<file path="src/kfca_pkg.sv">
// ----------------------------------------------------------------------------
// kfca_pkg
// Shared types, widths and register indexes of the constant-acceleration
// Kalman filter.
// ----------------------------------------------------------------------------
`default_nettype none

package kfca_pkg;

    localparam int unsigned SAMPLE_W = 32;
    localparam int unsigned CFG_W    = 47;
    localparam int unsigned VAL_W    = 48;
    localparam int unsigned IDX_W    = 3;

    localparam logic [VAL_W-1:0] VMAX = {1'b0, {(VAL_W-1){1'b1}}};
    localparam logic [VAL_W-1:0] VMIN = {1'b1, {(VAL_W-1){1'b0}}};

    typedef enum logic [IDX_W-1:0] {
        REG_Q_POS  = 3'd0,
        REG_Q_VEL  = 3'd1,
        REG_Q_ACC  = 3'd2,
        REG_R_MEAS = 3'd3,
        REG_P0_POS = 3'd4,
        REG_P0_VEL = 3'd5,
        REG_P0_ACC = 3'd6
    } t_reg_idx;

    // Operations of the shared arithmetic unit.
    typedef enum logic [1:0] {
        OP_ADD = 2'd0,
        OP_SUB = 2'd1,
        OP_MUL = 2'd2,
        OP_DIV = 2'd3
    } t_op;

    typedef struct packed {
        logic             start;
        t_op              op;
        logic [VAL_W-1:0] a;
        logic [VAL_W-1:0] b;
    } t_alu_req;

    typedef struct packed {
        logic             done;
        logic [VAL_W-1:0] y;
    } t_alu_rsp;

    function automatic logic [VAL_W-1:0] sat_wide(input logic signed [VAL_W+1:0] v);
        logic [VAL_W-1:0] r;
        if (v > $signed({2'b00, VMAX})) begin
            r = VMAX;
        end else if (v < $signed({2'b11, VMIN})) begin
            r = VMIN;
        end else begin
            r = v[VAL_W-1:0];
        end
        return r;
    endfunction

    function automatic logic [VAL_W-1:0] signed_mag(input logic [VAL_W+15:0] m,
                                                   input logic neg);
        logic [VAL_W-1:0] r;
        if (neg) begin
            if (m >= {16'd0, VMIN}) begin
                r = VMIN;
            end else begin
                r = VAL_W'(-m[VAL_W-1:0]);
            end
        end else if (m > {16'd0, VMAX}) begin
            r = VMAX;
        end else begin
            r = m[VAL_W-1:0];
        end
        return r;
    endfunction

    function automatic logic [SAMPLE_W-1:0] to_out(input logic [VAL_W-1:0] v);
        logic [VAL_W:0] s;
        s = $signed({v[VAL_W-1], v}) + (VAL_W+1)'(32768);
        return s[VAL_W:16] > (VAL_W-15)'(32'h7FFF_FFFF) && !s[VAL_W] ?
               32'h7FFF_FFFF : s[SAMPLE_W+15:16];
    endfunction

endpackage

`default_nettype wire

</file>
<file path="src/kfca_alu.sv">
// ----------------------------------------------------------------------------
// kfca_alu
// Shared saturating unit: add and subtract, Q16.32 multiply
// from 24-bit partial products, and a bit-serial Q16.32 divide.
// ----------------------------------------------------------------------------
`default_nettype none

module kfca_alu
    import kfca_pkg::*;
(
    input  wire logic i_clk,
    input  wire logic i_rst_n,
    input  wire t_alu_req i_req,
    output t_alu_rsp  o_rsp
);

    typedef enum logic [1:0] {S_IDLE, S_MUL, S_DIV, S_DONE} t_state;

    t_state            r_state;
    logic [VAL_W-1:0]  r_ma, r_mb;
    logic              r_neg;
    logic [2:0]        r_pp;
    logic [95:0]       r_acc;
    logic [VAL_W-1:0]  r_den;
    logic [VAL_W:0]    r_rem;
    logic [VAL_W+31:0] r_num;
    logic [6:0]        r_cnt;
    logic [VAL_W-1:0]  r_y;

    logic [VAL_W-1:0] w_ma, w_mb;
    logic [VAL_W:0]   w_trial;
    logic [95:0]      w_rnd;
    logic [23:0]      w_pa, w_pb;
    logic [47:0]      w_prod;
    logic [95:0]      w_pp_sh;

    assign w_ma = i_req.a[VAL_W-1] ? VAL_W'(-i_req.a) : i_req.a;
    assign w_mb = i_req.b[VAL_W-1] ? VAL_W'(-i_req.b) : i_req.b;
    assign w_trial = {r_rem[VAL_W-1:0], r_num[VAL_W+31]} - {1'b0, r_den};
    assign w_rnd = r_acc + 96'h8000_0000;

    // One 24x24 partial product per step; bit 0 of the step picks the half
    // of a, bit 1 the half of b.
    assign w_pa = r_pp[0] ? r_ma[47:24] : r_ma[23:0];
    assign w_pb = r_pp[1] ? r_mb[47:24] : r_mb[23:0];
    assign w_prod = 48'(w_pa) * 48'(w_pb);
    assign w_pp_sh = (r_pp[1:0] == 2'd0) ? 96'(w_prod) :
                     (r_pp[1:0] == 2'd3) ? {w_prod, 48'd0} :
                                           {24'd0, w_prod, 24'd0};

    always_ff @(posedge i_clk) begin
        if (!i_rst_n) begin
            r_state <= S_IDLE;
        end else begin
            case (r_state)
                S_IDLE: begin
                    if (i_req.start) begin
                        case (i_req.op)
                            OP_ADD: begin
                                r_y <= sat_wide($signed({{2{i_req.a[VAL_W-1]}}, i_req.a})
                                              + $signed({{2{i_req.b[VAL_W-1]}}, i_req.b}));
                                r_state <= S_DONE;
                            end
                            OP_SUB: begin
                                r_y <= sat_wide($signed({{2{i_req.a[VAL_W-1]}}, i_req.a})
                                              - $signed({{2{i_req.b[VAL_W-1]}}, i_req.b}));
                                r_state <= S_DONE;
                            end
                            OP_MUL: begin
                                r_ma    <= w_ma;
                                r_mb    <= w_mb;
                                r_neg   <= i_req.a[VAL_W-1] ^ i_req.b[VAL_W-1];
                                r_pp    <= 3'd0;
                                r_acc   <= '0;
                                r_state <= S_MUL;
                            end
                            default: begin
                                // Divisor is positive; only the dividend has a sign.
                                r_neg   <= i_req.a[VAL_W-1];
                                r_num   <= {w_ma, 32'd0};
                                r_den   <= i_req.b;
                                r_rem   <= '0;
                                r_cnt   <= 7'd0;
                                r_state <= S_DIV;
                            end
                        endcase
                    end
                end
                S_MUL: begin
                    if (r_pp == 3'd4) begin
                        r_y <= signed_mag(w_rnd[95:32] > 64'({16'd0, VMIN}) ?
                                          {16'd0, VMIN} + 64'(!r_neg) :
                                          w_rnd[95:32], r_neg);
                        r_state <= S_DONE;
                    end else begin
                        r_acc <= r_acc + w_pp_sh;
                        r_pp  <= r_pp + 3'd1;
                    end
                end
                S_DIV: begin
                    r_num <= {r_num[VAL_W+30:0], ~w_trial[VAL_W]};
                    r_rem <= w_trial[VAL_W] ? {r_rem[VAL_W-1:0], r_num[VAL_W+31]}
                                            : w_trial;
                    if (r_cnt == 7'(VAL_W + 31)) begin
                        r_state <= S_DONE;
                    end
                    r_cnt <= r_cnt + 7'd1;
                end
                default: begin
                    r_state <= S_IDLE;
                end
            endcase
            if (r_state == S_DIV && r_cnt == 7'(VAL_W + 31)) begin
                // Quotient bits above 47 force saturation.
                r_y <= signed_mag({r_num[VAL_W+30:0], ~w_trial[VAL_W]} >
                                  80'({16'd0, VMIN}) ? {16'd0, VMIN} + 64'(!r_neg) :
                                  {r_num[VAL_W+14:0], ~w_trial[VAL_W]}, r_neg);
            end
        end
    end

    assign o_rsp = {(r_state == S_DONE), r_y};

endmodule

`default_nettype wire

</file>
<file path="config.mk">
export PLATFORM = sky130hd
export DESIGN_NAME = kfca_alu
export DESIGN_NICKNAME = d
export VERILOG_FILES = /design/src/kfca_pkg.sv /design/src/kfca_alu.sv
export SDC_FILE = /design/constraint.sdc
export NUM_CORES = 2
export LEC_CHECK = 0
export ABC_AREA = 1
export BUFFER_PORTS_ARGS = -buffer_cell sky130_fd_sc_hd__buf_2
export CAP_MARGIN = 20
export CORE_UTILIZATION = 39
export CTS_CLUSTER_DIAMETER = 80
export DETAILED_ROUTE_END_ITERATION = 8
export PLACE_DENSITY = 0.62
export RECOVER_POWER = 50
export SLEW_MARGIN = 25
export SYNTH_ARGS = -nofsm -noshare
export SYNTH_HDL_FRONTEND = slang
export SYNTH_SLANG_ARGS = --single-unit
</file>
<file path="constraint.sdc">
create_clock -name i_clk -period 15.1 [get_ports i_clk]
set_input_delay 3.02 -clock i_clk [delete_from_list [all_inputs] [get_ports i_clk]]
set_output_delay 3.02 -clock i_clk [all_outputs]
set_load 0.03 [all_outputs]
</file>
==> run summary <==
Failing checks: max-capacitance violations, max-slew violations
Clock Path Buffers: 3
DP Cell Count: 10,742
Hold Path Class: reg2reg
Top cell type's share of synthesized area: 0.207
Hold_sp: r_num[72]
Post-DP HPWL: 219 mm
Post-synthesis register bit count: 429
WL final: 269 mm
# hold bufs at CTS: 0
Tcrit/Tclk final: 0.909
Top-count cell post-synth: nand2_1
Area leader, netlist: edfxtp_1
Mux cell area share after synthesis: 0.000162
Slew HR: -1.52
Most common cell on crit path: inv_1
DIE WIDTH: 401 um
Number of fill cells: 16,424
Crit-path slowest cell: edfxtp_1
Max-Cap Viols: 14
Mean Syn Cell Area: 7.09 um^2
Final-report max-slew violation count: 633
Unrepaired setup endpoints after global routing: no
Die area: 160,000 um^2
First-pass GRT wire length: 394 mm
Setup TNS: 0 ns
Fin. Hold Viols: 0
Crit end category: register
Achievable Freq: 72.9 MHz
Register Area: 12,900 um^2
Final core occ: 0.424
Root buf cell: clkbuf_16
DP Area: 64,900 um^2
Largest family of logic cells by synthesized area: adder cells
Vias per cell: 5.62
Vias: 61,017
Final ANT Viol Nets: 0
Clk sink count: 429
Synth Area in Adders: 0.243
Most common flop cell mapped by yosys: edfxtp_1
Top area cells in the synthesized netlist: edfxtp_1, fa_1, nand2_1
CTS tree: built
Post-CTS Setup Bufs: 0
Highest metal layer with signal wires: met5
H-tree Lvls: 2
Post-synthesis cell type count: 66
DRC viols: 0
Congestion Overflow GR: 0
Area grow syn2layout: 7.49%
Post-Syn Area: 62,000 um^2
Worst-Skew Late Latency: 0.69 ns
Cell Rows: 145
Met1 wire length: 113 mm
Final setup fails: 0
Layout cell share with drive strength beyond 1: 0.0441
FF-to-FF Start: r_pp[0]
TritonCTS buffer count: 57
Clock slew at reported path FFs: 0.06 ns
Resized cells post-CTS: 0
Most frequent cells after synthesis: nand2_1, inv_1, nor2_1
Initial Utilization: 0.395
Final instance area: 66,600 um^2
Hold path depth: 2
DIE HEIGHT: 401 um
Xor/xnor share of the synthesized area: 0.0434
Met3 wire length: 22.7 mm
Outcome: finished, violations left
Vias in the first global route: 59,883
Initial DRT Pass Iterations: 6
Met2 WL: 117 mm
Synth Area in Compound Gates: 0.157
Gr usage total: 0.329
Post-synthesis sequential area ratio: 0.208
GP Congestion: 1.04
Worst r2r path cells: 40
Multi-input gate area: 41,900 um^2
Arrival time of the worst setup path: 14.16 ns
Ys async rst share: 0
Initial drt markers: 6,428
Least-Margin Pin Slew: 3.78 ns
Post-synth net total: 9,750
Fin crit period: 13.73 ns
Post-Layout Cell Count: 10,859
# IOs: 150
WHS Endpoint: r_num[73]
YS warnings: 0
FF-to-FF setup slack: 1.37 ns
EDFF count, synth: 427
# nets final: 9,757
Core footprint: 157,000 um^2
Crit-path max cell delay: 1.03 ns
Reg2Reg Capture Point: r_acc[70]
Synth Area in Simple Gates: 0.231
Port Buffers: 149
Worst-path fanout max: 27
Critical path class: reg2reg
Startpoint types: register
Initial antenna violation count: 25
Pin count of the biggest net entering global routing: 97
Routed length per placed instance: 24.8 um
Final Skew: 0.0637 ns
Worst Path Required: 15.54 ns
Syn Inst Count: 8,737
[layout by cell type, fill, tap and decap left out, types with 12 or more instances in the layout]
cell / netlist / routed
fa_1: 486 / 486
clkbuf_16: 0 / 57
nor4_1: 37 / 37
or2_2: 64 / 64
a31oi_1: 88 / 88
nor2_1: 1135 / 1131
xor2_1: 219 / 219
o21ai_0: 634 / 617
a21oi_1: 624 / 623
o211ai_1: 51 / 51
buf_2: 18 / 51
nand2_2: 21 / 22
o31ai_1: 19 / 19
nor2_2: 20 / 22
nand3b_1: 19 / 19
nor3_1: 91 / 91
a21boi_0: 23 / 23
clkinv_2: 0 / 13
o21ai_1: 51 / 63
o22ai_1: 46 / 46
nand4_1: 66 / 66
a21o_1: 12 / 12
buf_4: 9 / 79
a211oi_1: 15 / 15
ha_1: 426 / 426
clkinv_1: 13 / 20
clkbuf_1: 247 / 118
nand3_1: 324 / 324
edfxtp_1: 427 / 427
inv_1: 1587 / 1587
o21a_1: 70 / 70
o21bai_1: 22 / 22
nand2_1: 1625 / 1624
o41ai_1: 38 / 38
xnor2_1: 85 / 85
[registers in the layout (all words and copies together), names as in the netlist]
signal and cells:
r_acc 96, r_rem 48, r_state 2, r_pp 3
r_mb 48, r_ma 48, r_cnt 7, r_y 48
r_den 48, r_num 80, r_neg 1
[cells by family (layout without fill, tap and decap cells)]
family | Yosys count | count (layout)
and+or+nand+nor | 3445 | 3445
buffers and inverters | 1905 | 1959
AOI/OAI and AO/OA | 1740 | 1740
adders and majority gates | 912 | 912
DFF | 429 | 429
xor gates and xnor gates | 305 | 305
muxes | 1 | 1
other | 0 | 10
[routing by layer]
metal | track usage | up-vias
li1 | - | 28199
met1 | 0.436 | 29442
met2 | 0.511 | 2762
met3 | 0.0597 | 592
met4 | 0.172 | 22
met5 | 0 | -
[how the worst max path moves through the flow]
stage / slack [ns] / endpoint / start
after detailed placement: 1.63 / r_acc[70] / r_pp[0]
after global routing: 0.59 / r_acc[86] / r_pp[0]
after floorplan: 2.02 / r_ma[0] / i_req[96]
after global placement: 1.25 / r_acc[86] / r_pp[0]
after CTS: 1.70 / r_acc[86] / r_pp[0]
final: 1.37 / r_acc[70] / r_pp[0]
[metrics by stage]
step                      hold WS, ns  setup WS, ns
after floorplan                 0.512          2.02
after global placement          0.530          1.25
after detailed placement        0.544          1.63
after CTS                       0.533          1.70
after global routing            0.571         0.595
final                           0.556          1.37
[cell type report]
type                    instances  area share
multi-input cells            6403       0.629
flip-flops and latches        429       0.193
inverters                    1610      0.0907
well taps                    2058      0.0387
clock buffers                  62      0.0217
repair buffers                243      0.0191
clock inverters                44     0.00748
diodes                         10    0.000376
[worst max-delay path: cells and delay by family (launching register included)]
family          cells  cell delay [ns]
compound gates     16             5.01
fa+ha+maj           9             4.42
buf+inv             9             1.70
simple gates        5             1.04
flops               1             1.03
xor+xnor            1             0.28
Power is not shown: default switching activity piles up to over one toggle a cycle in this logic, so the estimate is an artifact.
